<file path="config.mk">
export PLATFORM = sky130hd
export DESIGN_NAME = xbt_queue
export DESIGN_NICKNAME = d
export VERILOG_FILES = /design/src/xbt_pkg.sv /design/src/xbt_queue.sv
export SDC_FILE = /design/constraint.sdc
export NUM_CORES = 1
export LEC_CHECK = 0
export BUFFER_PORTS_ARGS = -buffer_cell sky130_fd_sc_hd__buf_4
export CAP_MARGIN = 40
export CORE_MARGIN = 3
export CORE_UTILIZATION = 40
export CTS_CLUSTER_SIZE = 40
export DETAILED_ROUTE_END_ITERATION = 12
export MAX_ROUTING_LAYER = met4
export PLACE_DENSITY = 0.67
export SLEW_MARGIN = 20
export SYNTH_ARGS = -nofsm -noshare
export SYNTH_HDL_FRONTEND = slang
export SYNTH_SLANG_ARGS = --single-unit
</file>
<file path="constraint.sdc">
create_clock -name i_clk -period 9.65 [get_ports i_clk]
set_clock_uncertainty 0.05 [all_clocks]
set_input_delay 0.4825 -clock i_clk [delete_from_list [all_inputs] [get_ports i_clk]]
set_output_delay 0.4825 -clock i_clk [all_outputs]
set_load 0.02 [all_outputs]
</file>
<file path="src/xbt_pkg.sv">
// Shared types, constants and helper functions for the XOR bucket table update.
// Used by every module of the block; depends on nothing else.
package xbt_pkg;

    localparam int NUM_BUCKETS  = 160;
    localparam int BUCKET_W     = 8;
    localparam int SLOT_OUT_W   = 5;
    localparam int CFG_IDX_W    = 3;
    localparam int CFG_W        = 64;
    localparam int Q_DEPTH      = 2;
    localparam int IN_DATA_W    = 240;
    localparam int OUT_DATA_W   = 16;

    localparam logic [31:0] LIFETIME_RESET = 32'd3600;

    localparam logic [CFG_IDX_W-1:0] CFG_SELF_TOP = 3'd0;
    localparam logic [CFG_IDX_W-1:0] CFG_SELF_MID = 3'd1;
    localparam logic [CFG_IDX_W-1:0] CFG_SELF_BOT = 3'd2;
    localparam logic [CFG_IDX_W-1:0] CFG_LIFETIME = 3'd3;

    localparam logic [1:0] ST_IGNORED   = 2'd0;
    localparam logic [1:0] ST_REFRESHED = 2'd1;
    localparam logic [1:0] ST_INSERTED  = 2'd2;
    localparam logic [1:0] ST_DROPPED   = 2'd3;

    typedef struct packed {
        logic        valid;
        logic [63:0] id_top;
        logic [63:0] id_mid;
        logic [31:0] id_bot;
        logic [31:0] addr;
        logic [15:0] port;
        logic [31:0] expiry;
    } t_slot;

    typedef struct packed {
        logic                is_self;
        logic [BUCKET_W-1:0] bucket;
        logic [63:0]         id_top;
        logic [63:0]         id_mid;
        logic [31:0]         id_bot;
        logic [31:0]         addr;
        logic [15:0]         port;
        logic [31:0]         expiry;
    } t_job;

    typedef struct packed {
        logic [SLOT_OUT_W-1:0] slot;
        logic [BUCKET_W-1:0]   bucket;
        logic [1:0]            status;
    } t_result;

    // Position of the highest set bit, zero for a zero word.
    function automatic logic [5:0] top_bit(input logic [63:0] w);
        logic [5:0] pos;
        pos = 6'd0;
        for (int b = 0; b < 64; b++) begin
            if (w[b]) begin
                pos = 6'(b);
            end
        end
        return pos;
    endfunction

endpackage

</file>
<file path="src/xbt_queue.sv">
// Short first-in first-out queue of classified items between front and back.
// Uses the item type and depth from xbt_pkg.
module xbt_queue (
    input  logic          i_clk,
    input  logic          i_rst_n,
    input  logic          i_push,
    output logic          o_ready,
    input  xbt_pkg::t_job i_job,
    output logic          o_valid,
    output xbt_pkg::t_job o_job,
    input  logic          i_pop
);
    import xbt_pkg::*;

    localparam int PTR_W = (Q_DEPTH > 1) ? $clog2(Q_DEPTH) : 1;
    localparam int CNT_W = $clog2(Q_DEPTH + 1);

    t_job               r_mem [Q_DEPTH];
    logic [PTR_W-1:0]   r_wr;
    logic [PTR_W-1:0]   r_rd;
    logic [CNT_W-1:0]   r_cnt;
    logic               do_push;
    logic               do_pop;

    assign o_ready = (r_cnt != CNT_W'(Q_DEPTH));
    assign o_valid = (r_cnt != CNT_W'(0));
    assign o_job   = r_mem[r_rd];
    assign do_push = i_push && o_ready;
    assign do_pop  = i_pop && o_valid;

    always_ff @(posedge i_clk) begin
        if (!i_rst_n) begin
            r_wr  <= '0;
            r_rd  <= '0;
            r_cnt <= '0;
        end else begin
            if (do_push) begin
                r_wr <= (r_wr == PTR_W'(Q_DEPTH - 1)) ? '0 : r_wr + 1'b1;
            end
            if (do_pop) begin
                r_rd <= (r_rd == PTR_W'(Q_DEPTH - 1)) ? '0 : r_rd + 1'b1;
            end
            if (do_push && !do_pop) begin
                r_cnt <= r_cnt + 1'b1;
            end else if (do_pop && !do_push) begin
                r_cnt <= r_cnt - 1'b1;
            end
        end
    end

    always_ff @(posedge i_clk) begin
        if (do_push) begin
            r_mem[r_wr] <= i_job;
        end
    end

endmodule

</file>
==> flow_summary.ini, run 1 <==
[run_status]
outcome = finished clean

[final_layout]
layout-drive-gt1-share = 0.587
finalNetCount = 1655
design_area_um2 = 25800
area_growth_syn_to_layout_pct = 35.6
fillers = 3612
final_util = 0.551
finalNonFillerCells = 2050

[floorplan]
start_util = 0.407
rows = 79
io_pins = 504
fp.dieW_um = 224
dieArea_um2 = 50300
core_area_um2 = 46900
die_h_um = 224

[worst_setup_path]
path_common_cell = buf_4
path_delay_family = buffers and inverters
cpPeakStageDelay_ns = 0.50
worst-path-buf-inv = 4
path_max_fanout = 42
timing_worst_setup_path_type = register to primary output
cp_slowest_cell = dfxtp_4
worstRegToRegCells = 5
cp.depth = 5
crit_required_ns = 9.12
start_kind = register
arrival_ns = 2.59
critPathCaptureType = primary output
critical_path.cell_chain = buf_4 > buf_4 > buf_16 > mux2_4 > buf_4

[worst_hold_path]
hold_path.class = input pin to register
holdPathStages = 1

[synthesis]
synthCells = 799
synth_edf_count = 498
async_reset_ff_frac = 0
synth_common_cells = edfxtp_1 (498), mux2_4 (202), mux2_2 (47), buf_6 (25), dfxtp_1 (5)
avgSynthCellArea_um2 = 23.8
ys_seq_area_frac = 0.790
synth_top_area_frac = 0.785
syn-cell-area_um2 = 19100
ys_warn_count = 0
synth_seq_cells = 503
synth_most_common_cell = edfxtp_1
synth_top_area_cell = edfxtp_1
synthesis.nets = 1053
synthTopCellsByArea = edfxtp_1 (78%), mux2_4 (16%), mux2_2 (2.8%), buf_6 (1.5%), dfxtp_1 (0.53%)
synth_cell_types = 21
synth-main-ff-cell = edfxtp_1

[power]
p_per_area_nw_per_um2 = 268
p_int_mw = 4.95
p_leak_nw = 9.97
power_frac_clock = 0.282
seqPwrFrac = 0.406
ir_worst_vdd_uv = 271
sw_frac_of_total = 0.286
switchingPower_mw = 1.98
comb_power_share = 0.313

[global_routing]
grt_util_all_layers = 0.166
grt_pass1_wl_mm = 61.5
grt_max_degree = 133
grt_overflow = 0
grt_pass1_vias = 10399
grt_antenna_before_repair = 1

[timing]
fin_crit_sh = 0.323
rsz0062_at_grt = false
final-max-slew-violation-count = 0
setup_ws_ns = 6.53
worst_pin_slew_ns = 1.30
min_period_ns = 3.12
relSlewSlack = 0.133
finalSetupViolCount = 0
setup_tns_ns = 0
report.final.hold_viol_count = 0
max_freq_ghz = 0.321

[clocking]
cts_resized = 0
cts.sinks = 503
cts_tree = built
cts_buffers = 52
clock_latency_ns = 0.57
htreeDepth = 2
root_buffer = clkbuf_16
clk_path_buf_depth = 3
clk_pin_slew_ns = 0.06

[detailed_routing]
post_drt_wl_per_cell_um = 20.7
routed_wl_mm = 42.4
via_per_inst = 4.69
drt_iter0_markers = 551
drc = 0
ant_nets = 0
firstDrtPassIters = 4
num_vias = 9616

[placed_design]
place_ws_ns = 6.87
gp_congestion = 0.776
place_area_um2 = 23500
dp_hpwl_mm = 28.9
portBuffers = 503
dp.cells = 1892

[run]
maxCapViolations = 0
-- layout by cell type, fill, tap and decap left out, types with 2 or more instances in the layout --
cell             n
buf_4          508
edfxtp_1       498
mux2_4         202
dlygate4sd3_1   60
clkbuf_16       53
mux2_2          47
clkinv_1        12
clkbuf_1         8
clkinv_2         7
bufinv_16        5
buf_16           5
and2_1           4
dfxtp_1          4
inv_6            3
clkbuf_8         3
clkinvlp_4       3
buf_12           3
xnor2_1          2
-- per-stage QoR --
stage / total power, mW / hold slack [ns]
after floorplan: 4.28 / 0.462
after global placement: 4.97 / 0.475
after detailed placement: 5.01 / 0.504
after CTS: 7.00 / 0.000201
after global routing: 7.20 / 0.00118
final: 6.93 / 0.0447
-- power groups by stage --
stage	clock (mW)	combinational, mW	sequential [mW]
3_3_place_gp	0	2.12	2.85
2_1_floorplan	0	1.39	2.90
6_report	1.95	2.17	2.81
3_5_place_dp	0	2.16	2.86
4_1_cts	2.00	2.18	2.81
5_1_grt	2.10	2.27	2.83
-- timing repair --
action	in CTS	in global routing
buffers inserted	0	0
endpoints found under the hold margin	114	1
hold buffers	59	1
-- cell families after synthesis --
logic type | share of synthesized area
buffers and inverters | 0.0158
xor gates and xnor gates | 0.00138
and+or+nand+nor | 0.00341
AOI/OAI and AO/OA | 0.00184
DFF | 0.790
muxes | 0.187
adders and majority gates | 0.000656
-- sequential cells by signal (all words and copies together), names as in the netlist, named ones only --
register / flops
r_rd: 1
r_cnt: 2
r_wr: 1
r_mem: 498
-- area by class of cell --
type / count / area, um2 / area share
Antenna cell: 1 / 2.50 / 0.0000969
Clock buffer: 64 / 1400 / 0.0541
Clock inverter: 31 / 288 / 0.0111
Inverter: 1 / 11.3 / 0.000436
Multi-Input combinational cell: 267 / 3710 / 0.143
Sequential cell: 503 / 15100 / 0.583
Tap cell: 607 / 759 / 0.0294
Timing Repair Buffer: 576 / 4610 / 0.179
-- routing by layer --
metal	part of all wire	routed length [um]	global-route usage
met5	0	0	-
met4	0.035	1490	0.0640
met3	0.075	3160	0.0492
met2	0.51	21800	0.279
met1	0.38	15900	0.189
-- path summary, 6_finish.rpt --
kind / from / to / slack, ns
max: register / o_job[156] / 6.53
min: i_job[99] / r_mem[0][99] / 0.04
max reg2reg: r_cnt[0] / r_mem[0][245] / 6.87
min reg2reg: r_cnt[1] / r_cnt[1] / 0.51
(Power assumes the default switching activity.)
==> inputs of run 2 (changes only) <==
Clock period 9.65 ns to 3.2 ns, I/O delays scaled along.
==> flow_summary.ini, run 2 (synthesis gave the netlist of run 1 again) <==
[detailed_routing]
ant_nets = 0
via_per_inst = 4.65
drt_iter0_markers = 572
routed_wl_mm = 44.6
post_drt_wl_per_cell_um = 19.9
drc = 0
num_vias = 10424
firstDrtPassIters = 4

[floorplan]
core_area_um2 = 46900
dieArea_um2 = 50300
fp.dieW_um = 224
die_h_um = 224
start_util = 0.407
rows = 79
io_pins = 504

[timing]
worst_pin_slew_ns = 0.805
min_period_ns = 2.46
relSlewSlack = 0.463
fin_crit_sh = 0.769
final-max-slew-violation-count = 0
setup_tns_ns = 0
whs_ns = 0.0621
report.final.hold_viol_count = 0
setup_ws_ns = 0.740
rsz0062_at_grt = false
max_freq_ghz = 0.406
finalSetupViolCount = 0

[placed_design]
dp_hpwl_mm = 29.3
dp.cells = 1902
place_ws_ns = 1.24
gp_congestion = 0.816
portBuffers = 503

[worst_setup_path]
start_kind = register
path_max_fanout = 91
timing_worst_setup_path_type = register to primary output
crit_required_ns = 2.99
arrival_ns = 2.25
critPathCaptureType = primary output

[clocking]
root_buffer = clkbuf_16
clk_pin_slew_ns = 0.06
cts_tree = built
cts_setup_buffers = 0
cts_resized = 0
hold_buffers = 251
cts.sinks = 503
cts_buffers = 51
clk_path_buf_depth = 3
htreeDepth = 2
clock_latency_ns = 0.56

[worst_hold_path]
hold_path.class = input pin to register

[final_layout]
multiInputGateArea_um2 = 3710
mostFrequentLayoutCells = buf_4 (514), edfxtp_1 (498), dlygate4sd3_1 (251)
mostFrequentLayoutCell = buf_4
fillers = 3378
top_regs = r_mem: 498 flops, r_cnt: 2 flops
finalNonFillerCells = 2242
finalNetCount = 1853
largest_reg_flops = 498
antenna_cells = 0
seq_area_um2 = 15100
top_register = r_mem
layout-drive-gt1-share = 0.519
area_growth_syn_to_layout_pct = 45.6

[run_status]
outcome = finished clean

[global_routing]
grt_antenna_before_repair = 0
grt_pass1_vias = 11194
grt_pass1_wl_mm = 65.8
grt_overflow = 0
grt_max_degree = 109
grt_util_all_layers = 0.176

[power]
comb_power_share = 0.322
switchingPower_mw = 6.04
sw_frac_of_total = 0.287
p_int_mw = 15.0
power_frac_clock = 0.276
p_per_area_nw_per_um2 = 760
ir_worst_vdd_uv = 531
p_leak_nw = 10.8
seqPwrFrac = 0.402

[run]
maxCapViolations = 0
## run 2: routing by layer
| metal | vias to the layer above | part of all wire | global-route usage |
|---|---|---|---|
| li1 | 4791 | - | - |
| met1 | 5185 | 0.37 | 0.191 |
| met2 | 350 | 0.52 | 0.306 |
| met3 | 98 | 0.064 | 0.0440 |
| met4 | 0 | 0.041 | 0.0763 |
| met5 | - | 0 | - |
## run 2: area by class of cell
cell class	count	share of cell area
Sequential cell	503	0.543
Timing Repair Buffer	775	0.237
Multi-Input combinational cell	267	0.134
Clock buffer	61	0.0489
Tap cell	607	0.0274
Clock inverter	28	0.0102
Inverter	1	0.000271
## run 2: path summary, 6_finish.rpt
check	slack [ns]	startpoint	cells past startpoint	end
setup reg to reg	1.25	r_cnt[0]	4	r_mem[1][123]
hold reg to reg	0.53	r_rd	2	register
setup / recovery	0.74	register	3	o_job[152]
hold / removal	0.06	i_pop	4	r_rd
## run 2: worst max-delay path, stage by stage (launching register included)
cell     delay [ns]
dfxtp_4        0.48
buf_12         0.48
mux2_4         0.36
buf_4          0.17
## run 2: stage by stage
| stage | util | cell area [um2] | total power [mW] |
|---|---|---|---|
| 4_1_cts | 0.592 | 27700 | 21.3 |
| 6_report | 0.592 | 27700 | 21.1 |
| 3_5_place_dp | 0.504 | 23600 | 15.2 |
| 3_3_place_gp | 0.504 | 23600 | 15.1 |
| 5_1_grt | 0.592 | 27700 | 21.9 |
| 2_1_floorplan | - | 19100 | 12.8 |
## run 2: power groups by stage
stage,logic [mW],clock network (mW),registers [mW]
global route,7.10,6.25,8.53
global placement,6.53,0,8.56
floorplan,4.19,0,8.63
finish,6.78,5.83,8.47
CTS,6.84,5.99,8.47
detailed placement,6.55,0,8.60
==> inputs of run 3 (changes only) <==
Clock period 3.2 ns to 2.4 ns, I/O delays scaled along.
==> flow_summary.ini, run 3 (synthesis gave the netlist of run 1 again) <==
[final_layout]
finalNetCount = 1875
design_area_um2 = 28100
layout-drive-gt1-share = 0.527
largest_reg_flops = 498
area_growth_syn_to_layout_pct = 47.3
mostFrequentLayoutCell = buf_4
top_regs = r_mem: 498 flops, r_cnt: 2 flops
mostFrequentLayoutCells = buf_4 (526), edfxtp_1 (498), dlygate4sd3_1 (252)
top_register = r_mem

[run_status]
outcome = finished clean

[detailed_routing]
num_vias = 10517
routed_wl_mm = 45.3
ant_nets = 0
post_drt_wl_per_cell_um = 20.0
via_per_inst = 4.64
drc = 0
drt_iter0_markers = 481
firstDrtPassIters = 6

[clocking]
htreeDepth = 2
root_buffer = clkbuf_16
hold_buffers = 252
clock_latency_ns = 0.57
cts_setup_buffers = 0
cts_tree = built
cts_resized = 0
cts_buffers = 51
clk_path_buf_depth = 3
cts.sinks = 503
clk_pin_slew_ns = 0.07

[timing]
report.final.hold_viol_count = 0
finalSetupViolCount = 0
max_freq_ghz = 0.440
rsz0062_at_grt = false
whs_ns = 0.222
worst_pin_slew_ns = 0.470
min_period_ns = 2.28
fin_crit_sh = 0.948
setup_tns_ns = 0
final-max-slew-violation-count = 0
relSlewSlack = 0.687

[global_routing]
grt_max_degree = 76
grt_util_all_layers = 0.179
grt_pass1_vias = 11392
grt_pass1_wl_mm = 66.8
grt_overflow = 0
grt_antenna_before_repair = 1

[run]
maxCapViolations = 0

[worst_setup_path]
cpPeakStageDelay_ns = 0.48
critical_path.cell_chain = buf_12 > buf_12 > mux2_2 > buf_4
timing_worst_setup_path_type = register to primary output
arrival_ns = 2.11
path_max_fanout = 30
critPathCaptureType = primary output
start_kind = register
crit_required_ns = 2.23
cp_slowest_cell = dfxtp_4
path_common_cell = buf_12

[power]
p_per_area_nw_per_um2 = 1020
ir_worst_vdd_uv = 796
p_leak_nw = 10.9

[placed_design]
place_area_um2 = 23900
dp_hpwl_mm = 30.1
portBuffers = 503
gp_congestion = 0.795

[floorplan]
dieArea_um2 = 50300
core_area_um2 = 46900
rows = 79
io_pins = 504
fp.dieW_um = 224
start_util = 0.407
die_h_um = 224

[worst_hold_path]
hold_path.class = input pin to register
==> run 3: power by group <==
part	leakage (nW)	internal, mW	total (mW)	switching (mW)
sequential	4.69	11.0	11.3	0.304
combinational	5.42	4.62	9.34	4.72
clock	0.829	4.76	7.94	3.18
total	10.9	20.4	28.5	8.20
==> run 3: stage by stage <==
step           utilization  cells  worst slack [ns]  total power, mW
5_1_grt              0.599   2268            0.0225             29.6
4_1_cts              0.599   2267            0.0406             28.8
2_1_floorplan            -    799             -2.42             17.1
3_3_place_gp         0.509   1923             0.471             20.4
3_5_place_dp         0.509   1923             0.465             20.5
6_report             0.599   2268             0.125             28.5
==> run 3: final cells by class <==
class | instances | area [um2]
Fill cell | 3345 | 18800
Sequential cell | 503 | 15100
Timing Repair Buffer | 797 | 6850
Multi-Input combinational cell | 267 | 3710
Clock buffer | 61 | 1360
Tap cell | 607 | 759
Clock inverter | 31 | 328
Inverter | 1 | 7.51
Antenna cell | 1 | 2.50
==> run 3: path summary, 6_finish.rpt <==
path | from | slack (ns) | cells after the start | endpoint
setup / recovery | register | 0.12 | 4 | o_job[0]
hold / removal | i_job[114] | 0.22 | 2 | r_mem[1][114]
setup reg to reg | r_cnt[1] | 0.45 | 5 | r_mem[0][137]
hold reg to reg | r_cnt[1] | 0.51 | 2 | r_cnt[1]
==> run 3: critical path: cells and delay by family, from the launching register on <==
kind,cells,cell delay (ns)
buffers and inverters,3,0.63
flip-flops,1,0.48
multiplexers,1,0.37
==> run 3: routing by layer <==
layer,share of wire,track usage
met5,0,-
met4,0.037,0.0681
met3,0.056,0.0423
met2,0.52,0.309
met1,0.38,0.205
