$ cat src/xbt_pkg.sv
// Shared types, constants and helper functions for the XOR bucket table update.
// Used by every module of the block; depends on nothing else.
package xbt_pkg;

    localparam int NUM_BUCKETS  = 160;
    localparam int BUCKET_W     = 8;
    localparam int SLOT_OUT_W   = 5;
    localparam int CFG_IDX_W    = 3;
    localparam int CFG_W        = 64;
    localparam int Q_DEPTH      = 2;
    localparam int IN_DATA_W    = 240;
    localparam int OUT_DATA_W   = 16;

    localparam logic [31:0] LIFETIME_RESET = 32'd3600;

    localparam logic [CFG_IDX_W-1:0] CFG_SELF_TOP = 3'd0;
    localparam logic [CFG_IDX_W-1:0] CFG_SELF_MID = 3'd1;
    localparam logic [CFG_IDX_W-1:0] CFG_SELF_BOT = 3'd2;
    localparam logic [CFG_IDX_W-1:0] CFG_LIFETIME = 3'd3;

    localparam logic [1:0] ST_IGNORED   = 2'd0;
    localparam logic [1:0] ST_REFRESHED = 2'd1;
    localparam logic [1:0] ST_INSERTED  = 2'd2;
    localparam logic [1:0] ST_DROPPED   = 2'd3;

    typedef struct packed {
        logic        valid;
        logic [63:0] id_top;
        logic [63:0] id_mid;
        logic [31:0] id_bot;
        logic [31:0] addr;
        logic [15:0] port;
        logic [31:0] expiry;
    } t_slot;

    typedef struct packed {
        logic                is_self;
        logic [BUCKET_W-1:0] bucket;
        logic [63:0]         id_top;
        logic [63:0]         id_mid;
        logic [31:0]         id_bot;
        logic [31:0]         addr;
        logic [15:0]         port;
        logic [31:0]         expiry;
    } t_job;

    typedef struct packed {
        logic [SLOT_OUT_W-1:0] slot;
        logic [BUCKET_W-1:0]   bucket;
        logic [1:0]            status;
    } t_result;

    // Position of the highest set bit, zero for a zero word.
    function automatic logic [5:0] top_bit(input logic [63:0] w);
        logic [5:0] pos;
        pos = 6'd0;
        for (int b = 0; b < 64; b++) begin
            if (w[b]) begin
                pos = 6'(b);
            end
        end
        return pos;
    endfunction

endpackage

$ cat src/xbt_front.sv
// Front stage: registers an incoming peer record, compares it with the own id,
// picks the bucket from the XOR distance and forms the expiry. Uses xbt_pkg.
module xbt_front (
    input  logic                i_clk,
    input  logic                i_rst_n,
    input  logic                i_valid,
    output logic                o_ready,
    input  logic [63:0]         i_peer_id_top,
    input  logic [63:0]         i_peer_id_mid,
    input  logic [31:0]         i_peer_id_bot,
    input  logic [31:0]         i_peer_addr,
    input  logic [15:0]         i_peer_port,
    input  logic [31:0]         i_now_seconds,
    input  logic [63:0]         i_self_id_top,
    input  logic [63:0]         i_self_id_mid,
    input  logic [31:0]         i_self_id_bot,
    input  logic [31:0]         i_entry_lifetime,
    output logic                o_job_valid,
    output xbt_pkg::t_job       o_job,
    input  logic                i_job_ready
);
    import xbt_pkg::*;

    logic        r_valid;
    logic [63:0] r_top;
    logic [63:0] r_mid;
    logic [31:0] r_bot;
    logic [31:0] r_addr;
    logic [15:0] r_port;
    logic [31:0] r_now;

    logic [63:0] dt;
    logic [63:0] dm;
    logic [31:0] db;
    logic [BUCKET_W-1:0] bucket;

    assign o_ready = !r_valid || i_job_ready;

    always_ff @(posedge i_clk) begin
        if (!i_rst_n) begin
            r_valid <= 1'b0;
        end else if (i_valid && o_ready) begin
            r_valid <= 1'b1;
        end else if (i_job_ready) begin
            r_valid <= 1'b0;
        end
    end

    always_ff @(posedge i_clk) begin
        if (i_valid && o_ready) begin
            r_top  <= i_peer_id_top;
            r_mid  <= i_peer_id_mid;
            r_bot  <= i_peer_id_bot;
            r_addr <= i_peer_addr;
            r_port <= i_peer_port;
            r_now  <= i_now_seconds;
        end
    end

    assign dt = r_top ^ i_self_id_top;
    assign dm = r_mid ^ i_self_id_mid;
    assign db = r_bot ^ i_self_id_bot;

    // Top word maps to buckets 0-63, middle word to 64-127, bottom word to 128-159.
    always_comb begin
        if (dt != 64'd0) begin
            bucket = {2'b00, top_bit(dt)};
        end else if (dm != 64'd0) begin
            bucket = {2'b01, top_bit(dm)};
        end else begin
            bucket = {2'b10, top_bit({32'd0, db})};
        end
    end

    assign o_job_valid    = r_valid;
    assign o_job.is_self  = (dt == 64'd0) && (dm == 64'd0) && (db == 32'd0);
    assign o_job.bucket   = bucket;
    assign o_job.id_top   = r_top;
    assign o_job.id_mid   = r_mid;
    assign o_job.id_bot   = r_bot;
    assign o_job.addr     = r_addr;
    assign o_job.port     = r_port;
    assign o_job.expiry   = r_now + i_entry_lifetime;

endmodule

$ cat config.mk
export PLATFORM = sky130hd
export DESIGN_NAME = xbt_front
export DESIGN_NICKNAME = d
export VERILOG_FILES = /design/src/xbt_pkg.sv /design/src/xbt_front.sv
export SDC_FILE = /design/constraint.sdc
export NUM_CORES = 1
export LEC_CHECK = 0
export BUFFER_PORTS_ARGS = -buffer_cell sky130_fd_sc_hd__buf_2
export CAP_MARGIN = 20
export CORE_AREA = 10 10 260 262
export DETAILED_ROUTE_END_ITERATION = 6
export DIE_AREA = 0 0 270 272
export GPL_TIMING_DRIVEN = 0
export PLACE_DENSITY = 0.43
export REMOVE_ABC_BUFFERS = 1
export SYNTH_ARGS = -nofsm -noshare
export SYNTH_HDL_FRONTEND = slang
export SYNTH_SLANG_ARGS = --single-unit
$ cat constraint.sdc
create_clock -name i_clk -period 8.3 [get_ports i_clk]
set_input_delay 0.415 -clock i_clk [delete_from_list [all_inputs] [get_ports i_clk]]
set_output_delay 0.415 -clock i_clk [all_outputs]
set_load 0.01 [all_outputs]
==> results of run 1 <==
## state kept, by name, indices dropped and copies added, names as in the netlist
signal	flops
r_mid	64
r_top	64
r_addr	32
r_bot	32
r_now	32
r_port	16
o_job_valid	1
## kinds of logic after synthesis
family / share of synthesized area
buffers and inverters: 0.01203
flip-flops: 0.5942
XOR/XNOR: 0.1419
adder cells (fa/ha/maj): 0.03354
AO/OA/AOI/OAI: 0.1046
AND/OR/NAND/NOR: 0.1138
## metrics by stage
step	hold WS (ps)	TNS (ps)	util	total power [mW]
floorplan	513.9	0	-	1.844
global placement	539.3	-314420	0.2663	2.200
detailed placement	543.1	0	0.2681	2.188
CTS	0.001499	0	0.3174	3.570
global route	9.956	0	0.3175	3.679
finish	38.17	0	0.3175	3.505
## routing by layer
layer,vias up,wire length [um],track usage
li1,5495,-,-
met1,5372,22630,0.1658
met2,437,29890,0.2762
met3,49,4069,0.04110
met4,2,867,0.02794
met5,-,13,0
## report_power, final
part	leakage [nW]	total (mW)	switching [mW]	internal, mW
Combinational	5.52	0.764	0.417	0.348
Sequential	2.33	1.47	0.0437	1.43
Clock	0.452	1.27	0.532	0.736
## critical path: cells and delay by family (launching register included)
family / cells / cell delay [ps]
adder cells (fa/ha/maj): 1 / 300
buffers and inverters: 1 / 150
flip-flops: 1 / 390
AO/OA/AOI/OAI: 8 / 2570
XOR/XNOR: 1 / 140
## timing repair
action                                  in CTS  in global routing
endpoints found under the setup margin       0                  0
endpoints found under the hold margin      215                  0
hold buffers                               215                  0
## final timing paths
check,startpoint,to,cells past startpoint
max reg2reg,o_job_valid,r_mid[36],4
max,r_now[1],o_job[31],11
min reg2reg,o_job_valid,o_job_valid,2
min,i_peer_id_bot[20],r_bot[20],1
## cells in the final DEF (no fill, tap or decap), types with 3 or more instances in the layout
cell | synthesis | final
a211oi_1 | 15 | 15
a21o_1 | 11 | 11
a21oi_1 | 54 | 54
a221oi_1 | 4 | 4
a31oi_1 | 6 | 6
and2_1 | 9 | 8
and3_1 | 4 | 4
buf_16 | 0 | 4
buf_2 | 0 | 686
clkbuf_1 | 1 | 6
clkbuf_16 | 0 | 31
clkinv_1 | 0 | 7
clkinv_2 | 0 | 6
dlygate4sd3_1 | 0 | 215
edfxtp_1 | 240 | 240
ha_1 | 31 | 31
inv_1 | 37 | 37
nand2_1 | 62 | 62
nand2b_1 | 13 | 13
nand3_1 | 16 | 16
nand4_1 | 12 | 12
nor2_1 | 70 | 70
nor2b_1 | 10 | 10
nor3_1 | 21 | 21
nor4_1 | 11 | 11
nor4b_1 | 4 | 4
o2111ai_1 | 4 | 4
o211ai_1 | 7 | 7
o21a_1 | 10 | 10
o21ai_0 | 46 | 46
o21bai_1 | 9 | 9
o31ai_1 | 8 | 8
or2_1 | 3 | 3
or2_2 | 4 | 4
or4_1 | 5 | 5
xnor2_1 | 106 | 106
xor2_1 | 91 | 91
## area by class of cell
type	instances	area, um2
Timing Repair Buffer	905	5695
Multi-Input combinational cell	693	4792
Sequential cell	241	7227
Antenna cell	1	2.502
Fill cell	6492	42660
Clock buffer	37	798.3
Tap cell	846	1059
Inverter	37	138.9
Clock inverter	17	131.4
==> reports/metrics.cfg, run 1 <==
[timing]
fin_crit_sh = 0.5443
slew_headroom = 0.4475
hold_viol_final = 0
max_freq_mhz = 221.4
worst_clock_skew_ps = 22.69
rsz0062_at_grt = false
maxSlewViolCount = 0
final-setup-viol-count = 0
fin_crit_ps = 4518
worstMarginPinSlew_ps = 807.9
fin_ws_ps = 3782

[placed_design]
finalWeightedCongestion = 0.9103
dp_slack_ps = 4218
hpwlAfterDp_mm = 48.21
placed_cell_area_um2 = 16760
placed_cells = 2507
io_buffer_count = 686

[detailed_routing]
drc = 0
vias_per_cell = 4.089
drtAntennaViolNets = 0
wirelength_mm = 57.47
first_iter_violations = 593
wl_per_cell_um = 20.70
firstDrtPassIters = 5
vias = 11360

[synthesis]
synth_cell_types = 65
ys_ff_latch = 241
syn_area_um2 = 12160
seq_area_frac_synth = 0.5942
ys_top_cells_by_count = edfxtp_1 (240), xnor2_1 (106), xor2_1 (91), nor2_1 (70), nand2_1 (62)
yosys.cell_count.top_type = edfxtp_1
synth_area_leaders = edfxtp_1 (59%), xnor2_1 (7.6%), xor2_1 (6.6%), ha_1 (3.2%), a21oi_1 (2.2%)
synth_area_leader_cell = edfxtp_1
synth_cells = 973
async_reset_ff_frac = 0
synth_area_per_cell_um2 = 12.50
synth_edf_count = 240
ys_warn_count = 0
yosys_most_used_dff = edfxtp_1
synth_top_area_share = 0.5925

[critical_path]
crit_chain = ha_1, a211oi_1, o21ai_0, a2111oi_0, o22ai_1, o211ai_2, a31oi_1, a21o_1, a21oi_1, xnor2_1, buf_2
crit_slowest_cell = a2111oi_0
critPathKind = reg2out
path_max_fanout = 3
crit_arrival_ps = 4100
rrSetupSlack_ps = 6580
cp.required_ps = 7890
cpPeakStageDelay_ps = 770
startpoint_type = flop
endpoint_kind = primary output

[floorplanning]
initial_core_util = 0.1946
core_um2 = 62500
die_w_um = 270
die_y_um = 272
io_pins = 687
die_area_um2 = 73440
rows = 92

[clock_tree]
cts_resized = 0
cts_root_buf = clkbuf_16
cts_buffer_depth = 3
cts_buffers = 30
cts_num_sinks = 241
clock_latency_ps = 580
cts_tree = built
cts-htree-levels = 1
cts_setup_buffers = 0
clk_pin_slew_ps = 60

[cells_and_area]
fin_area_um2 = 19840
layout-drive-gt1-share = 0.3902
final_nets = 2376
fin_cells = 2777
area_growth_pct = 63.15

[grt]
grt_max_degree = 67
grt.total_usage = 0.1480
grt_overflow = 0
antenna_found_initial = 7
grt_pass1_vias = 12540
grt_pass1_wl_mm = 82.47

[flow_run]
maxCapViolCount = 0

[pwr]
cellPowerDensity_nw_per_um2 = 176.6
p_leak_nw = 8.302
peakVddDrop_uv = 149.7

[run_status]
status = finished, final reports clean

[hold_path]
min_path_type = in2reg

No activity file was read; power rests on OpenSTA's default activity.
==> run 2, diff against run 1 <==
- ABC_AREA: default -> 1
- clock period: 8.3 -> 4.3 ns (I/O delays scaled with it)
==> run 2 against run 1 <==
Effect of this change: the flow now finishes with violations (setup timing); register-to-register slack got worse by 4300 ps; largest power group unchanged; flip-flop and latch count did not move; clock power rose by 100%; critical path depth is 57 higher; wire length shrank 5.7%; via count is 1.6% lower; highest routed layer unchanged; worst setup slack worse by 4700 ps; utilization is 1.5 points higher; critical path type unchanged; cell area grew 4.8%; sequential power grew 93%.
==> reports/metrics.cfg, run 2 <==
[run_status]
status = finished with violations  ; was finished, final reports clean
violations = setup timing

[synthesis]
ys_ff_latch = 241  ; unchanged
synth_area_leader_cell = edfxtp_1  ; unchanged
yosys_most_used_dff = edfxtp_1  ; unchanged
synth_edf_count = 240  ; unchanged
syn_area_um2 = 12120  ; was 12160 um2
ys_warn_count = 0  ; unchanged
synth_cells = 1014  ; was 973
seq_area_frac_synth = 0.5965  ; was 0.5942
synth_top_area_share = 0.5949  ; was 0.5925
synth_area_per_cell_um2 = 11.95  ; was 12.50 um2
async_reset_ff_frac = 0  ; unchanged
synth_cell_types = 39  ; was 65
ys_top_cells_by_count = nand2_1 (291), edfxtp_1 (240), xnor2_1 (112), nor2_1 (93)  ; was edfxtp_1 (240), xnor2_1 (106), xor2_1 (91), nor2_1 (70), nand2_1 (62)
yosys.cell_count.top_type = nand2_1  ; was edfxtp_1
synth_area_leaders = edfxtp_1 (59%), nand2_1 (9.0%), xnor2_1 (8.1%), xnor2_2 (5.4%), ha_1 (3.2%)  ; was edfxtp_1 (59%), xnor2_1 (7.6%), xor2_1 (6.6%), ha_1 (3.2%), a21oi_1 (2.2%)

[clock_tree]
clk_pin_slew_ps = 60  ; about the same
cts_root_buf = clkbuf_16  ; unchanged
cts_num_sinks = 241  ; unchanged
cts_tree = built  ; unchanged
cts-htree-levels = 1  ; unchanged
clock_latency_ps = 600  ; was 580 ps
cts_buffer_depth = 3  ; unchanged
cts_buffers = 31  ; was 30

[detailed_routing]
firstDrtPassIters = 4  ; was 5
vias_per_cell = 3.865  ; was 4.089
wirelength_mm = 54.19  ; was 57.47 mm
drc = 0  ; unchanged
wl_per_cell_um = 18.75  ; was 20.70 um
drtAntennaViolNets = 0  ; unchanged
vias = 11170  ; was 11360
first_iter_violations = 451  ; was 593

[timing]
rsz0062_at_grt = true  ; was false
slew_headroom = 0.5810  ; was 0.4475
worstMarginPinSlew_ps = 624.0  ; was 807.9 ps
max_freq_mhz = 193.4
hold_viol_final = 0  ; unchanged
worst_clock_skew_ps = 21.94  ; was 22.69 ps
fin_crit_ps = 5172
final-setup-viol-count = 6  ; was 0
maxSlewViolCount = 0  ; unchanged
fin_crit_sh = 1.203
fin_ws_ps = -871.6  ; was 3782 ps

[placed_design]
finalWeightedCongestion = 0.8755  ; was 0.9103
hpwlAfterDp_mm = 45.79  ; was 48.21 mm
placed_cell_area_um2 = 16850  ; was 16760 um2
io_buffer_count = 686  ; unchanged

[critical_path]
crit_start = r_mid[1]  ; was r_now[1]
cp.required_ps = 4090  ; was 7890 ps
startpoint_type = flop  ; unchanged
rrSetupSlack_ps = 2300  ; was 6580 ps
reg2reg_depth = 5  ; was 4
crit_end = o_job[240]  ; was o_job[31]
crit_slowest_cell = edfxtp_1  ; was a2111oi_0
cpPeakStageDelay_ps = 410  ; was 770 ps
rr_endpoint = r_now[14]  ; was r_mid[36]
crit_arrival_ps = 4960  ; was 4100 ps
critPathKind = reg2out  ; unchanged
endpoint_kind = primary output  ; unchanged
regToRegStartpoint = o_job_valid  ; unchanged
path_max_fanout = 3  ; unchanged
cp_common_cell = nand2_1

[floorplanning]
initial_core_util = 0.1938  ; was 0.1946
io_pins = 687  ; unchanged
rows = 92  ; unchanged
die_area_um2 = 73440  ; unchanged
die_w_um = 270  ; unchanged
die_y_um = 272  ; unchanged
core_um2 = 62500  ; unchanged

[grt]
grt.total_usage = 0.1403  ; was 0.1480
grt_overflow = 0  ; unchanged
grt_pass1_wl_mm = 78.57  ; was 82.47 mm
grt_pass1_vias = 12650  ; was 12540
antenna_found_initial = 12  ; was 7
grt_max_degree = 29  ; was 67

[cells_and_area]
final_nets = 2483  ; was 2376
fin_area_um2 = 20800  ; was 19840 um2
final_common_cell = buf_2  ; unchanged
seq_area_um2 = 7227  ; unchanged
most-common-layout-cells = buf_2 (686), nand2_1 (276), dlygate4sd3_1 (242)  ; was buf_2 (686), edfxtp_1 (240), dlygate4sd3_1 (215)
multi_input_area_um2 = 5042  ; was 4792 um2
reg_top3 = r_mid (64), r_top (64)  ; unchanged
finish.utilization = 0.3328  ; was 0.3175
n_fill_cell = 6384  ; was 6492
area_growth_pct = 71.70  ; was 63.15%
layout-drive-gt1-share = 0.4387  ; was 0.3902

[pwr]
clkPwrFrac = 0.364  ; was 0.362
p_int_mw = 5.049  ; was 2.512 mW
switching_share = 0.2808  ; was 0.2832
p_leak_nw = 9.058  ; was 8.302 nW
comb_power_share = 0.231  ; was 0.218
cellPowerDensity_nw_per_um2 = 337.5  ; was 176.6 nW/um2
p_seq_frac = 0.405  ; was 0.420
peakVddDrop_uv = 289.7  ; was 149.7 uV
p_switching_mw = 1.972  ; was 0.9927 mW

[hold_path]
min_path_type = in2reg  ; unchanged

[flow_run]
maxCapViolCount = 0  ; unchanged

-- run 2: logic make-up (layout without fill, tap and decap cells) --
group / Yosys count / in the layout / synth area share
simple gates: 418 / 418 / 0.1348
xor+xnor: 186 / 186 / 0.1747
flops: 241 / 241 / 0.5965
other cells: 0 / 4 / 0
compound gates: 97 / 97 / 0.04792
fa+ha+maj: 32 / 32 / 0.03367
buf+inv: 40 / 1066 / 0.01239
-- run 2: worst min path at each step --
stage                            startpoint         end  slack [ps]  depth (start not counted)
after floorplan              i_peer_addr[0]   r_addr[0]         310                          0
after global placement      i_peer_port[11]  r_port[11]         390                          1
after detailed placement  i_peer_id_top[34]   r_top[34]         390                          1
after CTS                           i_valid    r_top[4]          70                          3
after global routing                i_valid    r_top[4]         120                          3
final                               i_valid   r_top[21]         120                          3
-- run 2: layout make-up --
type / count / area share
repair buffers: 968 / 0.3039
multi-input cells: 733 / 0.2424
clock buffers: 36 / 0.03819
clock inverters: 22 / 0.009503
diodes: 4 / 0.0004812
flip-flops and latches: 241 / 0.3474
inverters: 40 / 0.007218
well taps: 846 / 0.05088
-- run 2: through the flow --
step | power [mW] | hold WS (ps) | worst slack [ps] | setup TNS [ps] | instances
2_1_floorplan | 3.630 | 313.9 | -8512 | -2042770 | 1014
3_3_place_gp | 4.305 | 391.4 | -15130 | -3622440 | 2546
3_5_place_dp | 4.249 | 393.1 | -613.7 | -1723 | 2557
4_1_cts | 7.136 | 74.13 | -1018 | -2500 | 2878
5_1_grt | 7.383 | 118.7 | -1557 | -4163 | 2890
6_report | 7.021 | 119.4 | -871.6 | -1323 | 2890
-- run 2: timing repair --
item / CTS / global route
endpoints found under the setup margin: 16 / 14
hold buffers: 242 / 0
endpoints found under the hold margin: 241 / 0
setup buffers: 21 / 8
resized for setup: 48 / 19
pin swaps: 23 / 26
-- run 2: power by group through the flow --
| stage | Combinational (mW) | Clock (mW) | Sequential (mW) |
|---|---|---|---|
| after floorplan | 0.629 | 0 | 3.00 |
| after global placement | 1.32 | 0 | 2.99 |
| after detailed placement | 1.36 | 0 | 2.89 |
| after CTS | 1.62 | 2.67 | 2.85 |
| after global routing | 1.77 | 2.75 | 2.86 |
| final | 1.62 | 2.56 | 2.84 |
-- run 2: routing by layer --
| layer | part of all wire | routed length, um | global-route usage |
|---|---|---|---|
| met1 | 0.36 | 19630 | 0.1448 |
| met2 | 0.53 | 28940 | 0.2677 |
| met3 | 0.080 | 4330 | 0.04460 |
| met4 | 0.022 | 1200 | 0.03829 |
| met5 | 0.0015 | 83 | 0 |
-- run 2: critical path, delay by kind of cell (launching register included) --
kind,cells,cell delay (ps)
and+or+nand+nor,66,3790
buffers and inverters,2,200
DFF,1,410
